**src/hdl/hcd_pkg.sv**
```systemverilog
// hcd_pkg: shared types and constants for the chunked body decoder
// no dependencies; used by every other file of the block

package hcd_pkg;

  localparam int unsigned BYTE_W  = 8;
  localparam int unsigned LEN_W   = 17;
  localparam int unsigned PHASE_W = 3;
  localparam int unsigned START_W = 2;

  // largest body the decoder will deliver (capacity is clamped to it)
  localparam int unsigned BODY_MAX = 65536;

  localparam logic [LEN_W-1:0] CAPACITY_RST = 17'h10000;

  // decoder phases
  localparam logic [PHASE_W-1:0] PH_SIZE   = 3'd0;
  localparam logic [PHASE_W-1:0] PH_LF     = 3'd1;
  localparam logic [PHASE_W-1:0] PH_DATA   = 3'd2;
  localparam logic [PHASE_W-1:0] PH_TRAIL1 = 3'd3;
  localparam logic [PHASE_W-1:0] PH_TRAIL2 = 3'd4;
  localparam logic [PHASE_W-1:0] PH_DONE   = 3'd5;

  // size line progress
  localparam logic [START_W-1:0] SS_BLANK   = 2'd0;
  localparam logic [START_W-1:0] SS_DIGITS  = 2'd1;
  localparam logic [START_W-1:0] SS_STOPPED = 2'd2;

  localparam logic [BYTE_W-1:0] CHAR_CR    = 8'h0D;
  localparam logic [BYTE_W-1:0] CHAR_LF    = 8'h0A;
  localparam logic [BYTE_W-1:0] CHAR_TAB   = 8'h09;
  localparam logic [BYTE_W-1:0] CHAR_VT    = 8'h0B;
  localparam logic [BYTE_W-1:0] CHAR_FF    = 8'h0C;
  localparam logic [BYTE_W-1:0] CHAR_SPACE = 8'h20;
  localparam logic [BYTE_W-1:0] CHAR_0     = 8'h30;
  localparam logic [BYTE_W-1:0] CHAR_9     = 8'h39;
  localparam logic [BYTE_W-1:0] CHAR_LA    = 8'h61;
  localparam logic [BYTE_W-1:0] CHAR_LF_HEX = 8'h66;
  localparam logic [BYTE_W-1:0] CHAR_UA    = 8'h41;
  localparam logic [BYTE_W-1:0] CHAR_UF    = 8'h46;

  typedef struct packed {
    logic       is_blank;
    logic       is_digit;
    logic [3:0] digit;
  } char_t;

  typedef struct packed {
    logic [BYTE_W-1:0] out_byte;
    logic              out_valid;
    logic              done_res;
    logic [LEN_W-1:0]  body_length;
  } result_t;

endpackage

```
**src/hdl/hcd_if.sv**
```systemverilog
// hcd_if: request channels of the chunked body decoder (input, result, config)
// depends on hcd_pkg for field widths

interface hcd_in_if;
  logic                           valid;
  logic                           ready;
  logic [hcd_pkg::BYTE_W-1:0]     in_byte;
  logic                           stream_end;

  modport source (output valid, in_byte, stream_end, input ready);
  modport sink (input valid, in_byte, stream_end, output ready);
endinterface

interface hcd_out_if;
  logic                           valid;
  logic                           ready;
  logic [hcd_pkg::BYTE_W-1:0]     out_byte;
  logic                           out_valid;
  logic                           done_res;
  logic [hcd_pkg::LEN_W-1:0]      body_length;

  modport source (output valid, out_byte, out_valid, done_res, body_length, input ready);
  modport sink (input valid, out_byte, out_valid, done_res, body_length, output ready);
endinterface

interface hcd_cfg_if;
  logic                           valid;
  logic                           ready;
  logic [hcd_pkg::LEN_W-1:0]      capacity;

  modport source (output valid, capacity, input ready);
  modport sink (input valid, capacity, output ready);
endinterface

```
**src/hdl/hcd_char_class.sv**
```systemverilog
// hcd_char_class: sorts one body byte into blank, hex digit or other
// depends on hcd_pkg (char_t and character codes)

module hcd_char_class (
  input  logic [hcd_pkg::BYTE_W-1:0] byte_i,
  output hcd_pkg::char_t             class_o
);

  logic is_dec, is_low, is_up;
  logic [hcd_pkg::BYTE_W-1:0] off;

  assign is_dec = (byte_i >= hcd_pkg::CHAR_0) && (byte_i <= hcd_pkg::CHAR_9);
  assign is_low = (byte_i >= hcd_pkg::CHAR_LA) && (byte_i <= hcd_pkg::CHAR_LF_HEX);
  assign is_up  = (byte_i >= hcd_pkg::CHAR_UA) && (byte_i <= hcd_pkg::CHAR_UF);

  always_comb begin
    if (is_dec) begin
      off = byte_i - hcd_pkg::CHAR_0;
    end else if (is_low) begin
      off = byte_i - hcd_pkg::CHAR_LA + 8'd10;
    end else if (is_up) begin
      off = byte_i - hcd_pkg::CHAR_UA + 8'd10;
    end else begin
      off = '0;
    end
  end

  assign class_o.is_digit = is_dec || is_low || is_up;
  assign class_o.digit    = off[3:0];
  assign class_o.is_blank = (byte_i == hcd_pkg::CHAR_SPACE) || (byte_i == hcd_pkg::CHAR_TAB) ||
                            (byte_i == hcd_pkg::CHAR_LF) || (byte_i == hcd_pkg::CHAR_VT) ||
                            (byte_i == hcd_pkg::CHAR_FF);

endmodule

```
**src/hdl/hcd_engine.sv**
```systemverilog
// hcd_engine: input register, framing state and the per-byte state update
// depends on hcd_pkg and hcd_char_class

module hcd_engine #(
  parameter int unsigned SIZE_LINE_MAX = 31
) (
  input  logic                        clk_i,
  input  logic                        rst_ni,
  input  logic                        in_valid_i,
  input  logic [hcd_pkg::BYTE_W-1:0]  in_byte_i,
  input  logic                        stream_end_i,
  output logic                        in_ready_o,
  input  logic [hcd_pkg::LEN_W-1:0]   capacity_i,
  input  logic                        take_i,
  output logic                        res_valid_o,
  output hcd_pkg::result_t            res_o
);

  localparam int unsigned CW = hcd_pkg::LEN_W;
  localparam int unsigned SW = $clog2(hcd_pkg::BODY_MAX + 1);
  localparam int unsigned LW = $clog2(SIZE_LINE_MAX + 1);
  localparam int unsigned MW = (SW > CW) ? SW : CW;

  // input register
  logic                        s1_valid_q;
  logic [hcd_pkg::BYTE_W-1:0]  s1_byte_q;
  logic                        s1_end_q;
  logic                        step;

  // framing state
  logic [hcd_pkg::PHASE_W-1:0] phase_q, phase_d;
  logic [SW-1:0]               size_value_q, size_value_d;
  logic [hcd_pkg::START_W-1:0] started_q, started_d;
  logic [LW-1:0]               line_count_q, line_count_d;
  logic [CW-1:0]               chunk_left_q, chunk_left_d;
  logic [CW-1:0]               delivered_q, delivered_d;

  hcd_pkg::char_t              cc;
  logic [CW-1:0]               eff_cap;
  logic                        cap_hit;
  logic [CW-1:0]               room;
  logic [SW+3:0]               acc;
  logic [SW-1:0]               acc_sat;
  logic [SW-1:0]               line_val;
  logic [hcd_pkg::START_W-1:0] line_started;
  logic [LW-1:0]               line_cnt_inc;
  logic [SW-1:0]               end_sz;
  logic                        end_done;
  logic [CW-1:0]               end_chunk;
  logic                        out_valid;

  assign step       = s1_valid_q && take_i;
  assign in_ready_o = !s1_valid_q || take_i;

  always_ff @(posedge clk_i or negedge rst_ni) begin
    if (!rst_ni) begin
      s1_valid_q <= 1'b0;
    end else if (in_ready_o) begin
      s1_valid_q <= in_valid_i;
    end
  end

  always_ff @(posedge clk_i) begin
    if (in_valid_i && in_ready_o) begin
      s1_byte_q <= in_byte_i;
      s1_end_q  <= stream_end_i;
    end
  end

  hcd_char_class u_char_class (
    .byte_i  (s1_byte_q),
    .class_o (cc)
  );

  assign eff_cap = (32'(capacity_i) > 32'(hcd_pkg::BODY_MAX)) ? CW'(hcd_pkg::BODY_MAX) :
                   capacity_i;
  assign cap_hit = delivered_q >= eff_cap;
  assign room    = cap_hit ? '0 : eff_cap - delivered_q;

  // hex accumulate with saturation at the body limit
  assign acc     = {size_value_q, cc.digit};
  assign acc_sat = (acc > (SW+4)'(hcd_pkg::BODY_MAX)) ? SW'(hcd_pkg::BODY_MAX) : acc[SW-1:0];

  always_comb begin
    line_val     = size_value_q;
    line_started = started_q;
    if ((started_q == hcd_pkg::SS_BLANK) && cc.is_blank) begin
      line_started = started_q;
    end else if ((started_q != hcd_pkg::SS_STOPPED) && cc.is_digit) begin
      line_started = hcd_pkg::SS_DIGITS;
      line_val     = acc_sat;
    end else begin
      line_started = hcd_pkg::SS_STOPPED;
    end
  end

  assign line_cnt_inc = line_count_q + LW'(1);

  // end of size line: zero size or no room left finishes decoding
  assign end_sz    = (phase_q == hcd_pkg::PH_LF) ? size_value_q : line_val;
  assign end_done  = (end_sz == '0) || (room == '0);
  assign end_chunk = (MW'(end_sz) > MW'(room)) ? room : CW'(end_sz);

  always_comb begin
    phase_d      = phase_q;
    size_value_d = size_value_q;
    started_d    = started_q;
    line_count_d = line_count_q;
    chunk_left_d = chunk_left_q;
    delivered_d  = delivered_q;
    out_valid    = 1'b0;
    if (phase_q != hcd_pkg::PH_DONE) begin
      if ((phase_q == hcd_pkg::PH_SIZE) && (line_count_q == '0) &&
          (started_q == hcd_pkg::SS_BLANK) && cap_hit) begin
        phase_d = hcd_pkg::PH_DONE;
      end else if (s1_end_q) begin
        phase_d = hcd_pkg::PH_DONE;
      end else begin
        case (phase_q)
          hcd_pkg::PH_SIZE: begin
            if (s1_byte_q == hcd_pkg::CHAR_CR) begin
              phase_d = hcd_pkg::PH_LF;
            end else if (line_cnt_inc >= LW'(SIZE_LINE_MAX)) begin
              size_value_d = '0;
              started_d    = hcd_pkg::SS_BLANK;
              line_count_d = '0;
              phase_d      = end_done ? hcd_pkg::PH_DONE : hcd_pkg::PH_DATA;
              chunk_left_d = end_done ? chunk_left_q : end_chunk;
            end else begin
              size_value_d = line_val;
              started_d    = line_started;
              line_count_d = line_cnt_inc;
            end
          end
          hcd_pkg::PH_LF: begin
            size_value_d = '0;
            started_d    = hcd_pkg::SS_BLANK;
            line_count_d = '0;
            phase_d      = end_done ? hcd_pkg::PH_DONE : hcd_pkg::PH_DATA;
            chunk_left_d = end_done ? chunk_left_q : end_chunk;
          end
          hcd_pkg::PH_DATA: begin
            out_valid    = 1'b1;
            delivered_d  = delivered_q + CW'(1);
            chunk_left_d = chunk_left_q - CW'(1);
            if (chunk_left_q == CW'(1)) begin
              phase_d = hcd_pkg::PH_TRAIL1;
            end
          end
          hcd_pkg::PH_TRAIL1: begin
            phase_d = hcd_pkg::PH_TRAIL2;
          end
          hcd_pkg::PH_TRAIL2: begin
            size_value_d = '0;
            started_d    = hcd_pkg::SS_BLANK;
            line_count_d = '0;
            phase_d      = cap_hit ? hcd_pkg::PH_DONE : hcd_pkg::PH_SIZE;
          end
          default: begin
            phase_d = hcd_pkg::PH_DONE;
          end
        endcase
      end
    end
  end

  always_ff @(posedge clk_i or negedge rst_ni) begin
    if (!rst_ni) begin
      phase_q      <= hcd_pkg::PH_SIZE;
      size_value_q <= '0;
      started_q    <= hcd_pkg::SS_BLANK;
      line_count_q <= '0;
      chunk_left_q <= '0;
      delivered_q  <= '0;
    end else if (step) begin
      phase_q      <= phase_d;
      size_value_q <= size_value_d;
      started_q    <= started_d;
      line_count_q <= line_count_d;
      chunk_left_q <= chunk_left_d;
      delivered_q  <= delivered_d;
    end
  end

  assign res_valid_o       = step;
  assign res_o.out_byte    = out_valid ? s1_byte_q : '0;
  assign res_o.out_valid   = out_valid;
  assign res_o.done_res    = (phase_d == hcd_pkg::PH_DONE);
  assign res_o.body_length = delivered_d;

  a_done_sticky: assert property (@(posedge clk_i) disable iff (!rst_ni)
    phase_q == hcd_pkg::PH_DONE |=> phase_q == hcd_pkg::PH_DONE)
    else $error("decoder left the done phase");

  a_count_only_data: assert property (@(posedge clk_i) disable iff (!rst_ni)
    !(step && phase_q == hcd_pkg::PH_DATA) |=> $stable(delivered_q))
    else $error("delivered count moved outside a payload byte");

  a_chunk_nonzero: assert property (@(posedge clk_i) disable iff (!rst_ni)
    phase_q == hcd_pkg::PH_DATA |-> chunk_left_q != '0)
    else $error("payload phase with nothing left in the chunk");

  a_line_bound: assert property (@(posedge clk_i) disable iff (!rst_ni)
    line_count_q < LW'(SIZE_LINE_MAX))
    else $error("size line count passed its limit");

endmodule

```
**src/hdl/http_chunked_body_decoder.sv**
```systemverilog
// http_chunked_body_decoder: top level, capacity register and result register
// depends on hcd_pkg, hcd_if and hcd_engine
//
// Strips chunk framing from a response body that arrives one byte per request,
// giving one result per input byte: the payload byte when it is one, the done
// flag and the running body length. Throughput is one byte per clock while the
// result side keeps up; a byte passes the input register and then the result
// register on its way out, and the framing state is updated once per byte in a
// single pass. Capacity should only be written while no byte is
// in flight. There is no clearing pass after reset.

module http_chunked_body_decoder #(
  parameter int unsigned SIZE_LINE_MAX = 31
) (
  input  logic      clk_i,
  input  logic      rst_ni,
  hcd_in_if.sink    body_in,
  hcd_out_if.source body_out,
  hcd_cfg_if.sink   cfg
);

  logic [hcd_pkg::LEN_W-1:0] capacity_q;
  logic                      out_valid_q;
  hcd_pkg::result_t          res_q;
  hcd_pkg::result_t          res;
  logic                      res_valid;
  logic                      take;

  assign cfg.ready = 1'b1;

  always_ff @(posedge clk_i or negedge rst_ni) begin
    if (!rst_ni) begin
      capacity_q <= hcd_pkg::CAPACITY_RST;
    end else if (cfg.valid) begin
      capacity_q <= cfg.capacity;
    end
  end

  // output stage is free when empty or being drained this cycle
  assign take = !out_valid_q || body_out.ready;

  hcd_engine #(
    .SIZE_LINE_MAX (SIZE_LINE_MAX)
  ) u_engine (
    .clk_i        (clk_i),
    .rst_ni       (rst_ni),
    .in_valid_i   (body_in.valid),
    .in_byte_i    (body_in.in_byte),
    .stream_end_i (body_in.stream_end),
    .in_ready_o   (body_in.ready),
    .capacity_i   (capacity_q),
    .take_i       (take),
    .res_valid_o  (res_valid),
    .res_o        (res)
  );

  always_ff @(posedge clk_i or negedge rst_ni) begin
    if (!rst_ni) begin
      out_valid_q <= 1'b0;
    end else if (take) begin
      out_valid_q <= res_valid;
    end
  end

  always_ff @(posedge clk_i) begin
    if (res_valid) begin
      res_q <= res;
    end
  end

  assign body_out.valid       = out_valid_q;
  assign body_out.out_byte    = res_q.out_byte;
  assign body_out.out_valid   = res_q.out_valid;
  assign body_out.done_res    = res_q.done_res;
  assign body_out.body_length = res_q.body_length;

  a_payload_not_done: assert property (@(posedge clk_i) disable iff (!rst_ni)
    out_valid_q && res_q.out_valid |-> !res_q.done_res)
    else $error("payload byte reported together with done");

endmodule

```
**src/flat_wrapper.sv**
```systemverilog
// flat-port wrapper written by rule: the top's interface ports become plain ports
module http_chunked_body_decoder_flat 
#(
  parameter int unsigned SIZE_LINE_MAX = 31
)
  (clk_i, rst_ni, body_in_valid, body_in_in_byte, body_in_stream_end, body_in_ready, body_out_valid, body_out_out_byte, body_out_out_valid, body_out_done_res, body_out_body_length, body_out_ready, cfg_valid, cfg_capacity, cfg_ready);
  hcd_in_if body_in_i ();
  hcd_out_if body_out_i ();
  hcd_cfg_if cfg_i ();
  input  logic clk_i;
  input  logic rst_ni;
  input wire logic [$bits(body_in_i.valid)-1:0] body_in_valid;
  input wire logic [$bits(body_in_i.in_byte)-1:0] body_in_in_byte;
  input wire logic [$bits(body_in_i.stream_end)-1:0] body_in_stream_end;
  output wire logic [$bits(body_in_i.ready)-1:0] body_in_ready;
  output wire logic [$bits(body_out_i.valid)-1:0] body_out_valid;
  output wire logic [$bits(body_out_i.out_byte)-1:0] body_out_out_byte;
  output wire logic [$bits(body_out_i.out_valid)-1:0] body_out_out_valid;
  output wire logic [$bits(body_out_i.done_res)-1:0] body_out_done_res;
  output wire logic [$bits(body_out_i.body_length)-1:0] body_out_body_length;
  input wire logic [$bits(body_out_i.ready)-1:0] body_out_ready;
  input wire logic [$bits(cfg_i.valid)-1:0] cfg_valid;
  input wire logic [$bits(cfg_i.capacity)-1:0] cfg_capacity;
  output wire logic [$bits(cfg_i.ready)-1:0] cfg_ready;
  assign body_in_i.valid = body_in_valid;
  assign body_in_i.in_byte = body_in_in_byte;
  assign body_in_i.stream_end = body_in_stream_end;
  assign body_in_ready = body_in_i.ready;
  assign body_out_valid = body_out_i.valid;
  assign body_out_out_byte = body_out_i.out_byte;
  assign body_out_out_valid = body_out_i.out_valid;
  assign body_out_done_res = body_out_i.done_res;
  assign body_out_body_length = body_out_i.body_length;
  assign body_out_i.ready = body_out_ready;
  assign cfg_i.valid = cfg_valid;
  assign cfg_i.capacity = cfg_capacity;
  assign cfg_ready = cfg_i.ready;
  http_chunked_body_decoder #(.SIZE_LINE_MAX(SIZE_LINE_MAX)) u_core (.clk_i(clk_i), .rst_ni(rst_ni), .body_in(body_in_i), .body_out(body_out_i), .cfg(cfg_i));
endmodule
```
**config.mk**
```make
export PLATFORM = sky130hd
export DESIGN_NAME = http_chunked_body_decoder_flat
export DESIGN_NICKNAME = d
export VERILOG_FILES = /design/src/hdl/hcd_pkg.sv /design/src/hdl/hcd_if.sv /design/src/hdl/hcd_char_class.sv /design/src/hdl/hcd_engine.sv /design/src/hdl/http_chunked_body_decoder.sv /design/src/flat_wrapper.sv
export SDC_FILE = /design/constraint.sdc
export NUM_CORES = 1
export LEC_CHECK = 0
export BUFFER_PORTS_ARGS = -buffer_cell sky130_fd_sc_hd__buf_2
export CAP_MARGIN = 20
export CORE_AREA = 2 2 117 119
export CTS_BUF_LIST = sky130_fd_sc_hd__clkbuf_4 sky130_fd_sc_hd__clkbuf_8 sky130_fd_sc_hd__clkbuf_16
export CTS_CLUSTER_SIZE = 28
export DETAILED_ROUTE_END_ITERATION = 10
export DIE_AREA = 0 0 119 121
export GPL_TIMING_DRIVEN = 0
export PLACE_DENSITY = 0.77
export SYNTH_ARGS = -nofsm -noshare
export SYNTH_HDL_FRONTEND = slang
export SYNTH_SLANG_ARGS = --single-unit
```
**constraint.sdc**
```tcl
create_clock -name clk_i -period 6.2 [get_ports clk_i]
set_input_delay 0.62 -clock clk_i [delete_from_list [all_inputs] [get_ports clk_i]]
set_output_delay 0.62 -clock clk_i [all_outputs]
set_load 0.005 [all_outputs]
```
[Word level (Yosys, flattened, before mapping)]
Cells that the tools add are included.
Cells by class
  add/sub/neg operators: 9
  $lt $le $gt $ge: 11
  eq/ne operators: 17
  mux-type cells: 42
  bitwise logic cells: 2
  reduce and logical (&&, ||, !) cells: 32
Operator list (number)
  2-to-1 mux 17 bit: 16
  one-hot mux 17 bit (3 select lines): 1
  == test 8 x 4 -> 1 bit (second input constant): 5
  logical NOT 17 bit: 2
  one-hot mux 17 bit (2 select lines): 1
  2-to-1 mux 3 bit: 8
  > comparator 21 x 17 -> 1 bit (second input constant): 1
  adder 17 x 1 -> 17 bit (second input constant): 1
  == test 17 x 1 -> 1 bit (second input constant): 1
  greater-or-equal comparator 17 bit: 1
  > comparator 17 bit: 1
  > comparator 17 bit (second input constant): 1
  subtractor 17 x 1 -> 17 bit (second input constant): 1
  subtractor 17 bit: 1
  greater-or-equal comparator 8 x 7 -> 1 bit (second input constant): 2
  less-or-equal comparator 8 x 7 -> 1 bit (second input constant): 2
  one-hot mux 3 bit (5 select lines): 1
  AND reduction 7 bit: 2
  2-to-1 mux 4 bit: 3
  subtractor 4 x 1 -> 4 bit (second input constant): 3
  logical AND 1 bit: 10
  2-to-1 mux 5 bit: 2
  one-hot mux 5 bit (2 select lines): 1
  logical OR 1 bit: 9
  25 further kinds: 37
Word-level totals
  bits in registers: 116
  input port bits: 31
  output and inout port bits: 30
  word-level logic and storage cells: 128

[Depth between registers and ports, before layout]
  depth after elaboration: 20
  gate-level depth with buffers: 23
  mapped depth without buffers: 22

[By module]
From an unflattened synthesis, not the netlist that was laid out.
Unflattened totals
  cell total of the unflattened synthesis: 835
  area, all modules: 7820.0 um^2
Modules (own cells, without submodules)
  hcd_engine: instances 1, cells each 738, area an instance 6029.5 um^2, seq. area each 1821.7 um^2
  http_chunked_body_decoder: instances 1, cells each 68, area an instance 1546.5 um^2, seq. area each 1262.5 um^2
  hcd_char_class: instances 1, cells each 29, area an instance 244.0 um^2, seq. area each 0.0 um^2

[Worst setup path before layout]
OpenSTA, ideal clock, no wires.
  kind: flip-flop to flip-flop
  start point: register u_core.capacity_q[16] (netlist bit)
  end point: register u_core.u_engine.chunk_left_q[5]
  setup time: 0.118 ns
  data arrival time: 5.042 ns
  required time: 6.082 ns
  path slack: 1.040 ns
  cell stages (with the launch flop): 22
  buffers on the path: 2
  cell sequence: dfstp_2 > inv_1 > a41oi_1 > nor2b_1 > ha_1 > o21ai_0 > a21oi_1 > o31a_1 > o21ai_0 > o21ai_1 > clkbuf_1 > nand2_1 > ha_1 > a21o_1 > a211o_1 > o221a_2 > o31ai_1 > a32oi_1 > clkbuf_1 > a311oi_1 > nor3_1 > a21o_1
Between the ends
  cells in the longest elaborated chain, start to end: 10
Ends and longest elaborated chain
  from (decl): line http_chunked_body_decoder.sv:22  | logic [hcd_pkg::LEN_W-1:0] capacity_q;
  from (signal assigned): line http_chunked_body_decoder.sv:33  | capacity_q <= hcd_pkg::CAPACITY_RST;
  from (signal assigned): line http_chunked_body_decoder.sv:35  | capacity_q <= cfg.capacity;
  > comparator 17 bit: line hcd_engine.sv:75  | assign eff_cap = (32'(capacity_i) > 32'(hcd_pkg::BODY_MAX)) ? CW'(hcd_pkg::BODY_MAX) :
  2-to-1 mux 17 bit *: line hcd_engine.sv:75
  subtractor 17 bit or greater-or-equal comparator 17 bit (tied branches): line hcd_engine.sv:78, hcd_engine.sv:77
  2-to-1 mux 17 bit: line hcd_engine.sv:78  | assign room = cap_hit ? '0 : eff_cap - delivered_q;
  > comparator 17 bit or logical NOT 17 bit (tied branches): line hcd_engine.sv:102, hcd_engine.sv:101
  2-to-1 mux 17 bit or logical OR 1 bit (tied branches): line hcd_engine.sv:102, hcd_engine.sv:101
  2-to-1 mux 17 bit: line hcd_engine.sv:128, hcd_engine.sv:140
  2-to-1 mux 17 bit: line hcd_engine.sv:123  | end else if (line_cnt_inc >= LW'(SIZE_LINE_MAX)) begin
  2-to-1 mux 17 bit: line hcd_engine.sv:121  | if (s1_byte_q == hcd_pkg::CHAR_CR) begin
  one-hot mux 17 bit (3 select lines): line hcd_engine.sv:119  | case (phase_q)
  to (signal assigned): line hcd_engine.sv:180  | chunk_left_q <= chunk_left_d;
  to (decl): line hcd_engine.sv:35  | logic [CW-1:0] chunk_left_q, chunk_left_d;
Every way passes the cells marked *; elsewhere a longest branch is shown, timed or not. The select of a mux whose other input is x is not followed.
A chain may end at the register's enable or synchronous reset.

[Worst setup path after layout]
  start point: register u_core.capacity_q[11] (netlist bit)
  end point: register u_core.u_engine.chunk_left_q[5]
Same word-level chain as after synthesis.

==> key figures <==
STA
  – Setup TNS Final: 0 ns
  – Final slew viol count: 0
  – Final-report setup violation count: 0
  – Post-Route Skew: 0.0107 ns
  – Hold WS: 0.169 ns
  – Maximum clock rate: 0.173 GHz
  – Max_slew headroom: 40.6%
  – Count of final hold-check violations: 0
  – Worst path setup slack after routing: 0.427 ns
  – RSZ-0062 raised after global routing: no
  – Measured slew at the worst slew-check pin: 0.884 ns
  – Shortest clock period the worst path allows after layout: 5.77 ns
  – Crit share post-route: 93.1%

Global routing
  – Initial antenna violation count: 0
  – Gr ovfl total: 0
  – Largest net degree at the start of global routing: 43
  – Number of global-route vias before repair: 6655
  – Overall Global Routing Usage: 30.0%
  – Global-route wire length before repair: 33800 um

Drt
  – Total wire length: 20800 um
  – Via count: 6965
  – Drt initial violations: 507
  – Routed wire per std cell: 18.3 um
  – 1st-pass router iterations: 5
  – Number of nets still failing antenna checks after routing: 0
  – Average vias per placed instance: 6.14
  – Remaining DRCs: 0

Finish
  – Footprint of the multi-input gates: 4420 um2
  – FILL cells: 1072
  – Total Nets Final: 1021
  – Share of post-route cells with drive strength above 1: 14.8%
  – ANT cells: 0
  – Post-Route Utilization: 68.4%
  – Fin cells: 1134
  – Total non-filler cell area in the finished layout: 8950 um2
  – FF+latch area: 3080 um2
  – Area growth, synth to finish: 14.6%

Synthesis
  – Average footprint of a synthesized cell: 9.01 um2
  – Post-synth EDFFs: 36
  – Gate count of the mapped netlist: 866
  – Synthesis Warnings: 0
  – Seq cells post-synth: 116
  – Sequential cell area fraction in the yosys report: 39.5%
  – Fraction of registers with async set/reset: 69.0%
  – Post-synthesis cell area: 7810 um2
  – Count of different cell masters after synthesis: 80
  – Synthesized netlist net count: 942
  – Most used flip-flop cell after synthesis: dfrtp_1

Setup path
  – Reg2Reg Capture Point: u_core.u_engine.chunk_left_q[5]
  – WP buf/inv: 3
  – Worst reg2reg startpoint: u_core.capacity_q[11]
  – Crit path arrival time: 6.09 ns
  – Slowest-stage cell, CP: a311oi_1
  – Reg2reg setup slack: 0.43 ns
  – Critical setup path kind: flip-flop to flip-flop
  – Kind of end point of the critical path: flip-flop
  – Crit path largest cell delay: 0.45 ns
  – Worst setup path startpoint: u_core.capacity_q[11]
  – Count of cell instances traversed by the critical path: 22
  – Cells along the critical path: nor4_1 -> a41oi_2 -> nor2b_1 -> ha_1 -> clkbuf_1 -> a21o_1 -> a21o_1 -> a21o_1 -> a21oi_1 -> o21ai_2 -> clkbuf_2 -> nand2_1 -> ha_1 -> a21o_1 -> a211o_1 -> o221a_2 -> o31ai_1 -> a32oi_2 -> clkbuf_2 -> a311oi_1 -> nor3_1 -> a21o_1
  – Most frequent CP cell: a21o_1
  – Data required, critical path: 6.52 ns
  – Crit-path leading delay family: compound AO/OA/AOI/OAI gates
  – FF-to-FF path depth: 22
  – CP Max Fanout: 10
  – Nature of the critical path startpoint: flip-flop

Clocking
  – Root Buffer Master: clkbuf_16
  – Total clock buffers created by CTS: 17
  – Total number of H-tree levels: 4
  – Count of clock tree sinks: 116
  – Clock-pin slew on the worst setup and hold paths: 0.06 ns
  – Bufs on Longest Clock Path: 2
  – Clock tree from TritonCTS: done
  – Clock latency on the worst-skew pair: 0.43 ns

Pwr
  – P_leak: 3.86 nW
  – Int Pwr: 1.51 mW
  – Combinational cell fraction of total power: 17.4%
  – Switching Fraction: 31.3%
  – Power after layout: 2.20 mW
  – Clock Power Share: 42.9%
  – Largest voltage drop on the vdd net: 0.222 mV
  – Total power divided by cell area: 246 nW/um2
  – Fraction of power consumed by sequential logic: 39.7%
  – Switch Pwr: 689 uW

Die
  – Die extent in x: 119 um
  – Starting density of the core: 59.7%
  – I/O pin cnt: 61
  – Num rows: 42
  – Total core area: 13100 um2
  – Height of the die: 121 um
  – Die ar.: 14400 um2

Place
  – Count of input and output buffers: 58
  – Place WS: -0.167 ns
  – Placed cell area: 8370 um2
  – Routability Congestion: 0.984
  – Placed instance count: 1102
  – Post-DP HPWL: 15400 um

Hold path
  – Hold WC Path Type: primary input to asynchronous set/reset pin

Outcome
  – Outcome: completed

Run
  – # Max-Cap Violations: 0
area by class of cell:
type	instances	area share (%)
Clock inverter	15	1.51
Inverter	49	2.06
Buffer	32	1.59
Clock buffer	17	4.75
Multi-Input combinational cell	669	49.4
Tap cell	176	2.46
Sequential cell	116	34.5
Timing Repair Buffer	60	3.80
worst max-delay path by stage:
stage          slack (ns)                               to
6_report             0.43  u_core.u_engine.chunk_left_q[5]
5_1_grt             0.005  u_core.u_engine.chunk_left_q[1]
4_1_cts              0.17  u_core.u_engine.chunk_left_q[5]
3_5_place_dp        -0.17  u_core.u_engine.chunk_left_q[1]
3_3_place_gp        -0.14  u_core.u_engine.chunk_left_q[1]
2_1_floorplan        1.04  u_core.u_engine.chunk_left_q[5]
power by group through the flow:
stage	combinational, mW	sequential [mW]	clock, mW
after global placement	0.363	0.887	0
after detailed placement	0.377	0.888	0
after floorplan	0.267	0.879	0
after CTS	0.382	0.874	0.952
after global routing	0.429	0.881	0.988
final	0.383	0.875	0.944
cell usage in the layout, fill, tap and decap left out, types with 9 or more instances in the layout:
cell type / Yosys / routed
nand2_1: 106 / 106
dfrtp_1: 79 / 79
buf_2: 4 / 61
nor2_1: 57 / 57
inv_1: 49 / 49
nand3_1: 47 / 47
ha_1: 44 / 44
a21oi_1: 42 / 42
o21ai_0: 41 / 41
xnor2_1: 36 / 36
edfxtp_1: 36 / 36
clkbuf_1: 24 / 22
nor3_1: 22 / 22
nor2b_1: 21 / 21
nor4_1: 18 / 18
mux2_2: 17 / 17
clkbuf_16: 0 / 17
nand2b_1: 16 / 16
a21o_1: 15 / 15
nand4_1: 15 / 15
a22o_1: 14 / 14
and2_1: 13 / 13
and3_1: 10 / 10
xor2_1: 9 / 9
o31ai_1: 9 / 9
registers in the layout (all words and copies together), names as in the netlist, 2 cells and up:
register                      count
u_core.u_engine.chunk_left_q     17
u_core.capacity_q                17
u_core.u_engine.phase_q           3
u_core.u_engine.line_count_q      5
u_core.u_engine.size_value_q     17
u_core.body_out.body_length      17
u_core.u_engine.s1_byte_q         8
u_core.u_engine.started_q         2
u_core.body_out.out_byte          8
u_core.u_engine.delivered_q      17
routing by layer:
layer / vias up / part of all wire [%] / GRT usage (%) / wire, um
met2: 277 / 47 / 49.2 / 9760
met1: 3305 / 43 / 38.1 / 8870
met5: - / 0 / 0 / 0
met4: 0 / 4.0 / 15.2 / 833
li1: 3326 / - / - / -
met3: 57 / 6.2 / 5.73 / 1290
worst register-to-register path: cells and delay by family, from the launching register on:
kind,cells,cell delay (ns)
AO/OA/AOI/OAI,13,3.12
adder cells (fa/ha/maj),2,0.49
AND/OR/NAND/NOR,4,0.91
flip-flops,1,0.39
buffers and inverters,3,0.74
Yosys cell counts (all sizes together), types with 10 or more instances:
cell	instances	area [um2]
a21oi	43	219
mux2	17	191
inv	49	184
edfxtp	36	1080
nand2b	16	100
and3	10	62.6
a21o	15	113
nor4	19	125
a22o	14	123
nor2b	21	131
clkbuf	24	90.1
and2	13	81.3
o21ai	46	234
nand4	15	93.8
nor2	59	226
nand2	107	404
nor3	22	110
dfrtp	79	1980
nand3	48	245
xnor2	36	315
ha	44	551
cells by family after synthesis:
kind of cell / share of synthesized area, %
AOI/OAI and AO/OA: 17.9
xor gates and xnor gates: 5.05
adders and majority gates: 7.31
buffers and inverters: 4.15
DFF: 39.5
muxes: 2.58
other: 0.0480
and+or+nand+nor: 23.4
what timing repair did:
item                                    4_1_cts  5_1_grt
buffers inserted                              0        0
gates cloned                                  0        0
endpoints found under the setup margin       10       17
gates resized for setup                       2        5
hold buffers                                  0        0
endpoints found under the hold margin         0        0
(Power assumes the default switching activity.)
